File: config.mk
export PLATFORM = sky130hd
export DESIGN_NAME = salct_addr_split
export DESIGN_NICKNAME = d
export VERILOG_FILES = /design/src/hw/rtl/assert_macros.svh /design/src/hw/rtl/salct_pkg.sv /design/src/hw/rtl/salct_addr_split.sv
export SDC_FILE = /design/constraint.sdc
export NUM_CORES = 1
export LEC_CHECK = 0
export BUFFER_PORTS_ARGS = -buffer_cell sky130_fd_sc_hd__buf_2
export CORE_ASPECT_RATIO = 0.7
export CORE_MARGIN = 2
export CORE_UTILIZATION = 45
export DETAILED_ROUTE_END_ITERATION = 16
export GPL_TIMING_DRIVEN = 0
export PLACE_DENSITY = 0.78
export SLEW_MARGIN = 20
export SYNTH_ARGS = -nofsm -noshare
export SYNTH_HDL_FRONTEND = slang
export SYNTH_SLANG_ARGS = --single-unit
File: constraint.sdc
create_clock -name vclk -period 5.4
set_clock_uncertainty 0.2 [all_clocks]
set_input_delay 0.81 -clock vclk [all_inputs]
set_output_delay 0.81 -clock vclk [all_outputs]
set_load 0.02 [all_outputs]
File: src/hw/rtl/assert_macros.svh
// ----------------------------------------------------------------------------
// assert_macros.svh
// Concurrent assertion shorthands on clock and reset of the including module.
// ----------------------------------------------------------------------------
`ifndef ASSERT_MACROS_SVH
`define ASSERT_MACROS_SVH

`ifndef SYNTH

// same-cycle implication, off during reset
`define ASSERT_IMPL(lbl, ante, cons) \
   lbl: assert property (@(posedge clock) disable iff (reset) (ante) |-> (cons)) \
      else $error("assertion failed");

// next-cycle implication, off during reset
`define ASSERT_NEXT(lbl, ante, cons) \
   lbl: assert property (@(posedge clock) disable iff (reset) (ante) |=> (cons)) \
      else $error("assertion failed");

// next-cycle implication, checked through reset as well
`define ASSERT_NEXT_NORST(lbl, ante, cons) \
   lbl: assert property (@(posedge clock) (ante) |=> (cons)) \
      else $error("assertion failed");

`else

`define ASSERT_IMPL(lbl, ante, cons)
`define ASSERT_NEXT(lbl, ante, cons)
`define ASSERT_NEXT_NORST(lbl, ante, cons)

`endif

`endif

File: src/hw/rtl/salct_pkg.sv
// ----------------------------------------------------------------------------
// salct_pkg
// Shared constants and types of the set-associative LRU cache tracker.
// ----------------------------------------------------------------------------
package salct_pkg;

   localparam int ADDR_W     = 48;
   localparam int TAG_W      = 48;
   localparam int CNT_W      = 32;
   localparam int CSR_IDX_W  = 2;
   localparam int CSR_DATA_W = 6;

   // access kinds (load 0 and store 1 need no special handling)
   localparam logic [1:0] MODE_MODIFY = 2'd2;
   localparam logic [1:0] MODE_IFETCH = 2'd3;

   // register indexes
   localparam logic [CSR_IDX_W-1:0] CSR_SET_BITS   = 2'd0;
   localparam logic [CSR_IDX_W-1:0] CSR_BLOCK_BITS = 2'd1;
   localparam logic [CSR_IDX_W-1:0] CSR_WAYS       = 2'd2;

   // register reset values
   localparam logic [2:0] RST_SET_BITS   = 3'd6;
   localparam logic [5:0] RST_BLOCK_BITS = 6'd4;
   localparam logic [2:0] RST_WAYS       = 3'd4;

   typedef struct packed {
      logic hit;
      logic evicted;
   } lkp_status_type;

endpackage

File: src/hw/rtl/salct_addr_split.sv
// ----------------------------------------------------------------------------
// salct_addr_split
// Splits a byte address into set index and tag under the current geometry.
// ----------------------------------------------------------------------------
module salct_addr_split #(
   parameter int SET_INDEX_BITS = 6,
   parameter int SET_W          = 6
) (
   input  logic [salct_pkg::ADDR_W-1:0] address,
   input  logic [2:0]                   set_bits,
   input  logic [5:0]                   block_bits,
   output logic [SET_W-1:0]             set_idx,
   output logic [salct_pkg::TAG_W-1:0]  tag
);

   logic [3:0]                   s_eff;
   logic [6:0]                   sb_sum;
   logic [salct_pkg::ADDR_W-1:0] shifted;
   logic [SET_W-1:0]             set_mask;

   // oversized set_bits clamps to the built index width
   assign s_eff = ({1'b0, set_bits} > 4'(SET_INDEX_BITS)) ? 4'(SET_INDEX_BITS)
                                                          : {1'b0, set_bits};
   assign sb_sum = {3'b000, s_eff} + {1'b0, block_bits};

   // shifts past the address width give zero, as required for huge offsets
   assign shifted  = address >> block_bits;
   assign set_mask = ~({SET_W{1'b1}} << s_eff);
   assign set_idx  = shifted[SET_W-1:0] & set_mask;
   assign tag      = salct_pkg::TAG_W'(address >> sb_sum);

endmodule

[Yosys cells after proc, flatten, opt, wreduce, memory -nomap -nowiden]
Cells that the tools add are included.
Word-level totals
  bits of input ports: 57
  word-level logic and storage cells: 8
  bits in registers: 0
Cells by class
  $add $sub $neg: 1
  shift operators: 3
  order comparisons: 1
  bitwise operators: 2
  muxes and demuxes: 1
Operators by type and width (count)
  $shr 48x6->6: 1
  $shr 48x7->48: 1
  $add 3x6->7: 1
  $and 6x6->6: 1
  $not 6->6: 1
  $shl 6x3->6 const A: 1
  $gt 3x3->1 const B: 1
  $mux 3: 1

[Longest topological paths before layout]
  depth after elaboration: 5
  mapped depth: 12
  gate-level depth less buffers: 10

[Worst setup path before layout]
Ideal clock, no wire load.
  path type: in2out
  start point: input block_bits[1]
  end point: output tag[8] in the netlist's numbering
  path buffers: 4
  data required time: 4.390 ns
  stages: 11
  path slack: 0.122 ns
  data arrival time: 4.268 ns
  cell sequence: buf_2 -> clkbuf_1 -> inv_1 -> fa_1 -> nor2b_1 -> o21ai_1 -> xor2_1 -> buf_2 -> clkbuf_1 -> o2111ai_1 -> a221oi_1
On the way
  word-level cells in the longest chain between the ends: 2
RTL lines
  start: declaration: RTL line salct_addr_split.sv:11  | input logic [5:0] block_bits,
  $add 3x6->7: RTL line salct_addr_split.sv:24  | assign sb_sum = {3'b000, s_eff} + {1'b0, block_bits};
  $shr 48x7->48: RTL line salct_addr_split.sv:30  | assign tag = salct_pkg::TAG_W'(address >> sb_sum);
  end: declaration: RTL line salct_addr_split.sv:13  | output logic [salct_pkg::TAG_W-1:0] tag
Every way passes these cells.

[Worst setup path in the final report]
  start point: input set_bits[1]
  end point: output tag[4] in the netlist's numbering
On the way
  word-level cells in the longest chain between the ends: 4
RTL lines
  start: declaration: RTL line salct_addr_split.sv:10  | input logic [2:0] set_bits,
  $gt 3x3->1: RTL line salct_addr_split.sv:22  | assign s_eff = ({1'b0, set_bits} > 4'(SET_INDEX_BITS)) ? 4'(SET_INDEX_BITS)
  $mux 3 (*): RTL line salct_addr_split.sv:22
  $add 3x6->7 (*): RTL line salct_addr_split.sv:24
  $shr 48x7->48 (*): RTL line salct_addr_split.sv:30
Mark *: on every way between the ends. The rest lies on a longest branch, timed or not.

==> flow_summary.json <==
{
  "mostFrequentLayoutCells": "119 x buf_2, 99 x mux2i_1, 88 x mux4_2",
  "syn_area_per_cell_um2": 9.55,
  "yosysWarnings": 0,
  "cp.required_ns": 4.39,
  "avgViaCountPerCell": 7.54,
  "chipHeight_um": 91.8,
  "syn_area_um2": 4960,
  "antenna_left": 0,
  "finalPower_uw": 1270,
  "status": "complete, no violations",
  "fmax_mhz": 188,
  "fin_area_um2": 5800,
  "firstDrtPassIters": 8,
  "synth_cells": 519,
  "worst_ep_arrival_time_ns": 4.32,
  "grt_antenna_before_repair": 1,
  "period_share": 0.987,
  "layout_commonest_cell": "buf_2",
  "grt-ovfl-total": 0,
  "min_path_cells": 3,
  "grt_max_degree": 20,
  "worst_pin_slew_ns": 1.08,
  "ys_types": 62,
  "num_vias": 5899,
  "wl_per_cell_um": 27.5,
  "fin_nets": 692,
  "finalCriticalPeriod_ns": 5.33,
  "path_class": "input port to output pin",
  "intPower_uw": 511,
  "grt_pass1_vias": 5277,
  "powerDensity_nw_per_um2": 220,
  "maxCapViolCount": 0,
  "fin_cells": 782,
  "power_frac_seq": 0,
  "critical_path.max_fanout": 10,
  "dieArea_um2": 11900,
  "holdBufCountCts": 0,
  "rows": 32,
  "grt_pass1_wl_um": 32400,
  "n_clock_buffer": 0,
  "hold_viol_final": 0,
  "synth_nets": 580,
  "leakage_uw": 0.00247,
  "grt_use_total": 0.356,
  "start_util": 0.455,
  "syn2layout_area_growth_pct": 17.0,
  "hp-class": "input port to output pin",
  "setup_violations": 0,
  "synthTopCellsByArea": "mux4_2 40%, mux2i_1 21%, nand2_1 3.9%, nor2_1 2.9%, mux2_2 2.3%",
  "seq_cells": 0,
  "slew_viol_final": 0,
  "dp.cells": 781,
  "max_slew_margin": 0.276,
  "p_sw_frac": 0.599,
  "fill_cells": 1025,
  "wirelength_um": 21500,
  "diodes": 0,
  "ys_seq_area_frac": 0,
  "rsz0062_at_grt": "false",
  "yosys.area.top_type_share": 0.400,
  "combPwrFrac": 1.000,
  "p_sw_uw": 764,
  "drc": 0,
  "worstSetupEndpointType": "output pin",
  "hold_ws_ns": 1.82,
  "drt_iter0_markers": 1176,
  "die_w_um": 129,
  "vdd_drop_max_uv": 99.1,
  "layout-drive-gt1-share": 0.396,
  "dp_hpwl_um": 17700,
  "seq_area_um2": 0,
  "yosys.area.top_type": "mux4_2",
  "core-area_um2": 10900,
  "placed_area_um2": 5700,
  "place_congestion": 1.04,
  "cp-start-kind": "input port",
  "numPortBuffers": 109,
  "io-pin-count": 111,
  "clkPwrFrac": 0
}
## per-stage QoR
step | setup slack [ns] | utilization | setup TNS [ns]
finish | 0.0676 | 0.533 | 0
floorplan | 0.122 | - | 0
global placement | -1.07 | 0.523 | -30.70
CTS | -0.00363 | 0.529 | -0.00363
global route | 0.000103 | 0.533 | 0
detailed placement | -0.984 | 0.524 | -28.99
## synthesized netlist by cell type (4+ instances only)
library cell / count
nand4_1: 4
o22ai_1: 9
a31oi_1: 4
mux4_2: 88
nand2_1: 52
nor2_1: 38
xnor2_1: 6
mux2_2: 10
buf_2: 14
buf_1: 5
nand3_1: 10
mux2i_1: 105
nor3_1: 8
and2_1: 6
o221ai_1: 5
a211oi_1: 9
inv_1: 9
a21oi_1: 19
clkbuf_1: 29
o31ai_1: 4
o211ai_1: 5
o21ai_0: 15
## layout make-up
type                       instances  area, µm²  area share
multi-input combinational        457       4750       0.819
timing repair buffer             111        561      0.0966
buffer                            51        262      0.0451
tap                              153        191      0.0330
inverter                          10       37.5     0.00647
## worst max-delay path: stages
cell,delay [ns]
buf_2,0.17
a21boi_4,0.22
ha_1,0.20
inv_1,0.06
fa_1,0.63
buf_2,0.33
clkbuf_1,0.51
clkbuf_2,0.42
a21oi_1,0.19
o21ai_0,0.46
o22ai_1,0.14
buf_2,0.18
## repair_timing
| action | CTS | global route |
|---|---|---|
| endpoints found under the setup margin | 48 | 30 |
| buffers inserted | 0 | 2 |
| cloned | 0 | 0 |
| hold endpoints to repair | 0 | 0 |
| resized for setup | 17 | 8 |
| pin swaps | 0 | 2 |
## cell families (layout without fill, tap and decap cells)
group | Yosys count | after routing | synth area share
AOI/OAI and AO/OA | 107 | 107 | 0.155
xor gates and xnor gates | 11 | 11 | 0.0270
adders and majority gates | 4 | 4 | 0.0116
buffers and inverters | 62 | 172 | 0.0543
muxes | 203 | 203 | 0.634
and+or+nand+nor | 132 | 132 | 0.117
## power groups by stage
stage / sequential, µW / combinational (µW) / clock (µW)
after global routing: 0 / 1320 / 0
after floorplan: 0 / 834 / 0
after detailed placement: 0 / 1200 / 0
final: 0 / 1270 / 0
after CTS: 0 / 1220 / 0
after global placement: 0 / 1200 / 0
## path summary, 6_finish.rpt
path | end | startpoint | slack, ns
worst max-delay path | tag[4] | set_bits[1] | 0.07
worst min-delay path | set_idx[0] | set_bits[0] | 1.82
## metal layers
layer | vias to the layer above | global-route usage | part of all wire
li1 | 2345 | - | -
met1 | 2902 | 0.576 | 0.40
met2 | 597 | 0.477 | 0.40
met3 | 55 | 0.0998 | 0.18
met4 | 0 | 0.0439 | 0.021
met5 | - | 0 | 0
Note: power is estimated with default switching activity, not from simulation.
