===== config.mk =====
export PLATFORM = sky130hd
export DESIGN_NAME = salct_lookup
export DESIGN_NICKNAME = d
export VERILOG_FILES = /design/src/hw/rtl/assert_macros.svh /design/src/hw/rtl/salct_pkg.sv /design/src/hw/rtl/salct_lookup.sv
export SDC_FILE = /design/constraint.sdc
export NUM_CORES = 1
export LEC_CHECK = 0
export ABC_AREA = 1
export BUFFER_PORTS_ARGS = -buffer_cell sky130_fd_sc_hd__buf_4
export CELL_PAD_IN_SITES_DETAIL_PLACEMENT = 1
export CELL_PAD_IN_SITES_GLOBAL_PLACEMENT = 2
export CORE_ASPECT_RATIO = 1.1
export CORE_MARGIN = 3
export CORE_UTILIZATION = 19
export DETAILED_ROUTE_END_ITERATION = 10
export PLACE_DENSITY = 0.88
export SLEW_MARGIN = 20
export SYNTH_ARGS = -nofsm -noshare
export SYNTH_HDL_FRONTEND = slang
export SYNTH_SLANG_ARGS = --single-unit
export TNS_END_PERCENT = 100

===== constraint.sdc =====
create_clock -name vclk -period 8.91
set_input_delay 1.3365 -clock vclk [all_inputs]
set_output_delay 1.3365 -clock vclk [all_outputs]
set_load 0.01 [all_outputs]

===== src/hw/rtl/assert_macros.svh =====
// ----------------------------------------------------------------------------
// assert_macros.svh
// Concurrent assertion shorthands on clock and reset of the including module.
// ----------------------------------------------------------------------------
`ifndef ASSERT_MACROS_SVH
`define ASSERT_MACROS_SVH

`ifndef SYNTH

// same-cycle implication, off during reset
`define ASSERT_IMPL(lbl, ante, cons) \
   lbl: assert property (@(posedge clock) disable iff (reset) (ante) |-> (cons)) \
      else $error("assertion failed");

// next-cycle implication, off during reset
`define ASSERT_NEXT(lbl, ante, cons) \
   lbl: assert property (@(posedge clock) disable iff (reset) (ante) |=> (cons)) \
      else $error("assertion failed");

// next-cycle implication, checked through reset as well
`define ASSERT_NEXT_NORST(lbl, ante, cons) \
   lbl: assert property (@(posedge clock) (ante) |=> (cons)) \
      else $error("assertion failed");

`else

`define ASSERT_IMPL(lbl, ante, cons)
`define ASSERT_NEXT(lbl, ante, cons)
`define ASSERT_NEXT_NORST(lbl, ante, cons)

`endif

`endif


===== src/hw/rtl/salct_pkg.sv =====
// ----------------------------------------------------------------------------
// salct_pkg
// Shared constants and types of the set-associative LRU cache tracker.
// ----------------------------------------------------------------------------
package salct_pkg;

   localparam int ADDR_W     = 48;
   localparam int TAG_W      = 48;
   localparam int CNT_W      = 32;
   localparam int CSR_IDX_W  = 2;
   localparam int CSR_DATA_W = 6;

   // access kinds (load 0 and store 1 need no special handling)
   localparam logic [1:0] MODE_MODIFY = 2'd2;
   localparam logic [1:0] MODE_IFETCH = 2'd3;

   // register indexes
   localparam logic [CSR_IDX_W-1:0] CSR_SET_BITS   = 2'd0;
   localparam logic [CSR_IDX_W-1:0] CSR_BLOCK_BITS = 2'd1;
   localparam logic [CSR_IDX_W-1:0] CSR_WAYS       = 2'd2;

   // register reset values
   localparam logic [2:0] RST_SET_BITS   = 3'd6;
   localparam logic [5:0] RST_BLOCK_BITS = 6'd4;
   localparam logic [2:0] RST_WAYS       = 3'd4;

   typedef struct packed {
      logic hit;
      logic evicted;
   } lkp_status_type;

endpackage


===== src/hw/rtl/salct_lookup.sv =====
// ----------------------------------------------------------------------------
// salct_lookup
// Tag compare, victim pick and LRU rank update for one set row.
// ----------------------------------------------------------------------------
module salct_lookup #(
   parameter int WAYS   = 4,
   parameter int RANK_W = 2,
   parameter int ACT_W  = 3
) (
   input  logic [2:0]                            ways_in_use,
   input  logic [salct_pkg::TAG_W-1:0]           tag,
   input  logic [WAYS-1:0][salct_pkg::TAG_W-1:0] row_tags,
   input  logic [WAYS-1:0][RANK_W-1:0]           row_ranks,
   input  logic [WAYS-1:0]                       row_valid,
   output logic [WAYS-1:0][salct_pkg::TAG_W-1:0] new_tags,
   output logic [WAYS-1:0][RANK_W-1:0]           new_ranks,
   output logic [WAYS-1:0]                       new_valid,
   output salct_pkg::lkp_status_type             status
);

   logic [4:0]       wu;
   logic [4:0]       act_wide;
   logic [ACT_W-1:0] act;
   logic [WAYS-1:0]  en;
   logic [WAYS-1:0]  match;
   logic [RANK_W-1:0] hit_way;
   logic [RANK_W-1:0] victim;
   logic [RANK_W-1:0] sel;
   logic [RANK_W-1:0] old_rank;
   logic              hit;

   // out-of-range associativity clamps into 1..WAYS
   assign wu = {2'b00, ways_in_use};
   always_comb begin
      if (wu == 5'd0) begin
         act_wide = 5'd1;
      end else if (wu > 5'(WAYS)) begin
         act_wide = 5'(WAYS);
      end else begin
         act_wide = wu;
      end
   end
   assign act = ACT_W'(act_wide);

   always_comb begin
      for (int w = 0; w < WAYS; w++) begin
         en[w]    = (ACT_W'(w) < act);
         match[w] = en[w] && row_valid[w] && (row_tags[w] == tag);
      end
   end

   // lowest matching way wins; lowest rank-0 way is the victim
   always_comb begin
      hit_way = '0;
      victim  = '0;
      for (int w = WAYS - 1; w >= 0; w--) begin
         if (match[w]) begin
            hit_way = RANK_W'(w);
         end
         if (en[w] && (row_ranks[w] == '0)) begin
            victim = RANK_W'(w);
         end
      end
   end

   assign hit      = |match;
   assign sel      = hit ? hit_way : victim;
   assign old_rank = row_ranks[sel];

   always_comb begin
      new_ranks = row_ranks;
      for (int w = 0; w < WAYS; w++) begin
         if (en[w] && (row_ranks[w] > old_rank)) begin
            new_ranks[w] = row_ranks[w] - 1'b1;
         end
      end
      new_ranks[sel] = RANK_W'(act - ACT_W'(1));

      new_tags  = row_tags;
      new_valid = row_valid;
      if (!hit) begin
         new_tags[sel]  = tag;
         new_valid[sel] = 1'b1;
      end
   end

   assign status.hit     = hit;
   assign status.evicted = !hit && row_valid[sel];

endmodule


# --- Yosys cells after proc, flatten, opt, wreduce, memory -nomap -nowiden ---
# Cells that the tools add are included.
totals:
  in_bits: 255
  output_inout_bits: 206
  regBits: 0
classes:
  n_reduce_logical: 25
  n_addsub: 5
  bitwise: 1
  eq_ne: 4
  order_cmp: 11
  mux: 29
ops:
  columns: ["op", "n"]
  rows:
  - ["$bwmux W192", 1]
  - ["$eq A48 B48 Y1", 4]
  - ["$mux W192", 1]
  - ["$demux W48 S2", 1]
  - ["$mux W48", 1]
  - ["$mux W2", 15]
  - ["$logic_and A1 B1 Y1", 18]
  - ["$sub A2 B1 Y2 const B", 5]
  - ["$bwmux W8", 1]
  - ["$gt A2 B2 Y1", 4]
  - ["$logic_not A2 Y1", 4]
  - ["$lt A1 B3 Y1 const A", 2]
  - ["$lt A2 B3 Y1 const A", 2]
  - ["$mux W3", 2]
  - ["$logic_not A5 Y1", 1]
  - ["$bmux W2 S2", 1]
  - ["$demux W2 S2", 1]
  - ["$mux W4", 1]
  - ["$or A4 B4 Y4", 1]
  - ["$reduce_or A4 Y1", 1]
  - ["$gt A3 B3 Y1 const B", 1]
  - ["$lt A2 B3 Y1 const B", 1]
  - ["$bmux W1 S2", 1]
  - ["$demux W1 S2", 1]
  - ["3 further kinds", 4]

# --- Longest topological paths before layout ---
depth:
  ltp_word: 17
  depth_mapped: 27

# --- Worst setup path after synthesis ---
# No wires, ideal clock.
synth_timing:
  path_type: "input-to-output"
  from: "in tag[12] (netlist name)"
  to: "out new_ranks[6] (netlist name)"
  required_time_ns: 7.574
  path_stages: 22
  setup_slack_ns: 3.570
  path_buffers: 2
  t_arrival_ns: 4.003
  cell_sequence: "buf_2 inv_2 nand2_1 nand2_1 nor2_1 nand2_1 nor2_1 nand2_1 nor2_1 nand2_1 a21oi_4 nand2_2 nand2_1 buf_4 inv_1 a221oi_2 ha_1 or2_2 a21oi_1 nand2_1 nand2_1 nand3_1"
synth_rtl:
  columns: ["element", "line", "source"]
  rows:
  - ["start: declaration", "salct_lookup.sv:11", "input logic [salct_pkg::TAG_W-1:0] tag,"]
  - ["end: declaration", "salct_lookup.sv:16", "output logic [WAYS-1:0][RANK_W-1:0] new_ranks,"]

==> flow_summary.yaml <==
clock_tree:
  cts_resized: 0
  holdBufCountCts: 0
  postCtsSetupRepairBufs: 0
timing:
  worst_pin_slew_ns: 0.953
  timing.setup.tns_ns: 0
  min_period_ns: 6.76
  setup_violations: 0
  maxSlewHeadroom_pct: 36.4
  whs_ns: 2.99
  finalWorstSetupSlack_ns: 2.15
  hold_viol: 0
  rsz0062_at_grt: "false"
  fmax_mhz: 148
  maxSlewViolCount: 0
  fin_crit_sh_pct: 75.8
placement:
  pre_cts_slack_ns: 2.16
  placed_area_um2: 10800
  port_buffers: 461
  place.gp.congestion: 1.02
  hpwl_um: 52600
  post-place-cells: 2495
finish:
  regArea_um2: 0
  stdcell_count: 2497
  stdcell_area_um2: 10800
  syn_to_final_growth_pct: 54.4
  drive_above_1_share_pct: 26.6
  clock_buffers: 0
  fin_nets: 2279
  seq_cell_count: 0
yosys:
  synth_xor_area_share_pct: 4.65
  yosys-top-cells-count: "778 x nand2_1, 176 x nor2_1, 159 x inv_1"
  yosys-top-cells-area: "nand2_1 42%, nor2_1 9.5%, inv_1 8.6%"
  synth_adder_area_share_pct: 1.44
  synth_top_area_cell: "nand2_1"
  synthesis.instances: 1602
  yosys-mux-area-fraction_pct: 0
  synth_area_um2: 6970
  synth_most_common_cell: "nand2_1"
  synth_compound_area_share_pct: 18.7
  synth_top_family_by_area: "simple AND/OR/NAND/NOR gates"
  ys_types: 34
  ys_seq_area_share_pct: 0
  synth_top_area_share_pct: 41.9
  yosysWarnings: 0
  synth_nets: 1865
  avgSynthCellArea_um2: 4.35
  yosys.area_share.simple_pct: 59.2
floorplan:
  die_area_um2: 39000
  dieWidth_um: 189
  die_y_um: 207
  core_um2: 35700
  io_pins: 461
  start_util_pct: 19.5
  rows: 72
route:
  ant_nets: 0
  drtIter0Drc: 668
  wl_um: 59300
  wl_per_cell_um: 23.8
  via_per_inst: 4.78
  drt_first_pass_iters: 5
  vias: 11933
  drc: 0
global_routing:
  antenna_found_initial: 1
  grt_pass1_vias: 12102
  grt_util_all_layers_pct: 28.6
  grt_max_degree: 61
  grt_pass1_wl_um: 83300
  overflow: 0
setup_path:
  cp.required_ns: 7.57
  cp_max_fo: 42
  worstSetupEndpointType: "primary output"
  criticalPathCategory: "in -> out"
  cp.arrival_ns: 5.42
  cp-start-kind: "input port"
pwr:
  power_density_nw_per_um2: 70.8
  leakagePower_nw: 6.37
  max-vdd-ir-drop_uv: 24.6
flow_run:
  drv_cap: 0
outcome:
  status: "complete, no violations"
worst_hold_path:
  holdCritPathClass: "in -> out"
placed cells by master (no fill, tap or decap), drive strengths merged:
cell type,count
o211ai,2
and3,1
a211oi,1
nand2,782
xor2,7
a221oi,1
nand3b,5
nor2,178
or2,4
a21oi,9
nand3,39
inv,207
nor3b,1
o22ai,5
nand4,25
nor3,5
buf,466
xnor2,30
diode,2
o21ai,233
and2,5
ha,8
metal layers:
metal,up-vias,wire length (um),GRT usage (%)
li1,5780,-,-
met1,5689,25300,36.0
met2,418,29600,53.0
met3,46,3300,3.65
met4,0,1150,4.92
met5,-,0,0
cell families (layout without fill, tap and decap cells):
logic type	after synthesis	after routing
AND/OR/NAND/NOR	1045	1045
buffers and inverters	261	673
AO/OA/AOI/OAI	251	251
XOR/XNOR	37	37
adder cells (fa/ha/maj)	8	8
other	0	2
worst paths after layout:
kind,cells after the start,end,slack [ns],start
setup / recovery,20,new_ranks[6],2.15,tag[39]
hold / removal,4,new_tags[140],2.99,row_tags[140]
critical path, stage by stage:
cell	delay, ns
buf_4	0.13
inv_2	0.21
o21ai_1	0.16
nand3b_1	0.18
nor2_1	0.31
nand2_1	0.10
nor2_1	0.12
nand2_1	0.12
a21oi_4	0.28
nand2_2	0.20
nand2_4	0.36
inv_1	0.15
a221oi_2	0.43
ha_1	0.31
or2_2	0.31
a21oi_1	0.23
nand2_1	0.12
nand2_1	0.07
nand3_1	0.07
buf_4	0.18
metrics by stage:
stage / total power, mW / utilization, %
2_1_floorplan: 0.338 / -
3_3_place_gp: 0.755 / 30.2
3_5_place_dp: 0.759 / 30.2
4_1_cts: 0.762 / 30.2
5_1_grt: 0.824 / 30.2
6_report: 0.763 / 30.2
cell type report:
cell class	count	area, um^2
repair buffers	466	3500
diodes	2	5.00
well taps	481	602
fillers	5079	24900
inverters	207	777
multi-input cells	1341	5890
where the power goes:
part	leakage (nW)	total [mW]	internal [mW]	switching, mW
logic	6.37	0.763	0.297	0.465
registers	0	0	0	0
clock network	0.0000142	0.0000000250	0.0000000250	0
(Power assumes the default switching activity.)
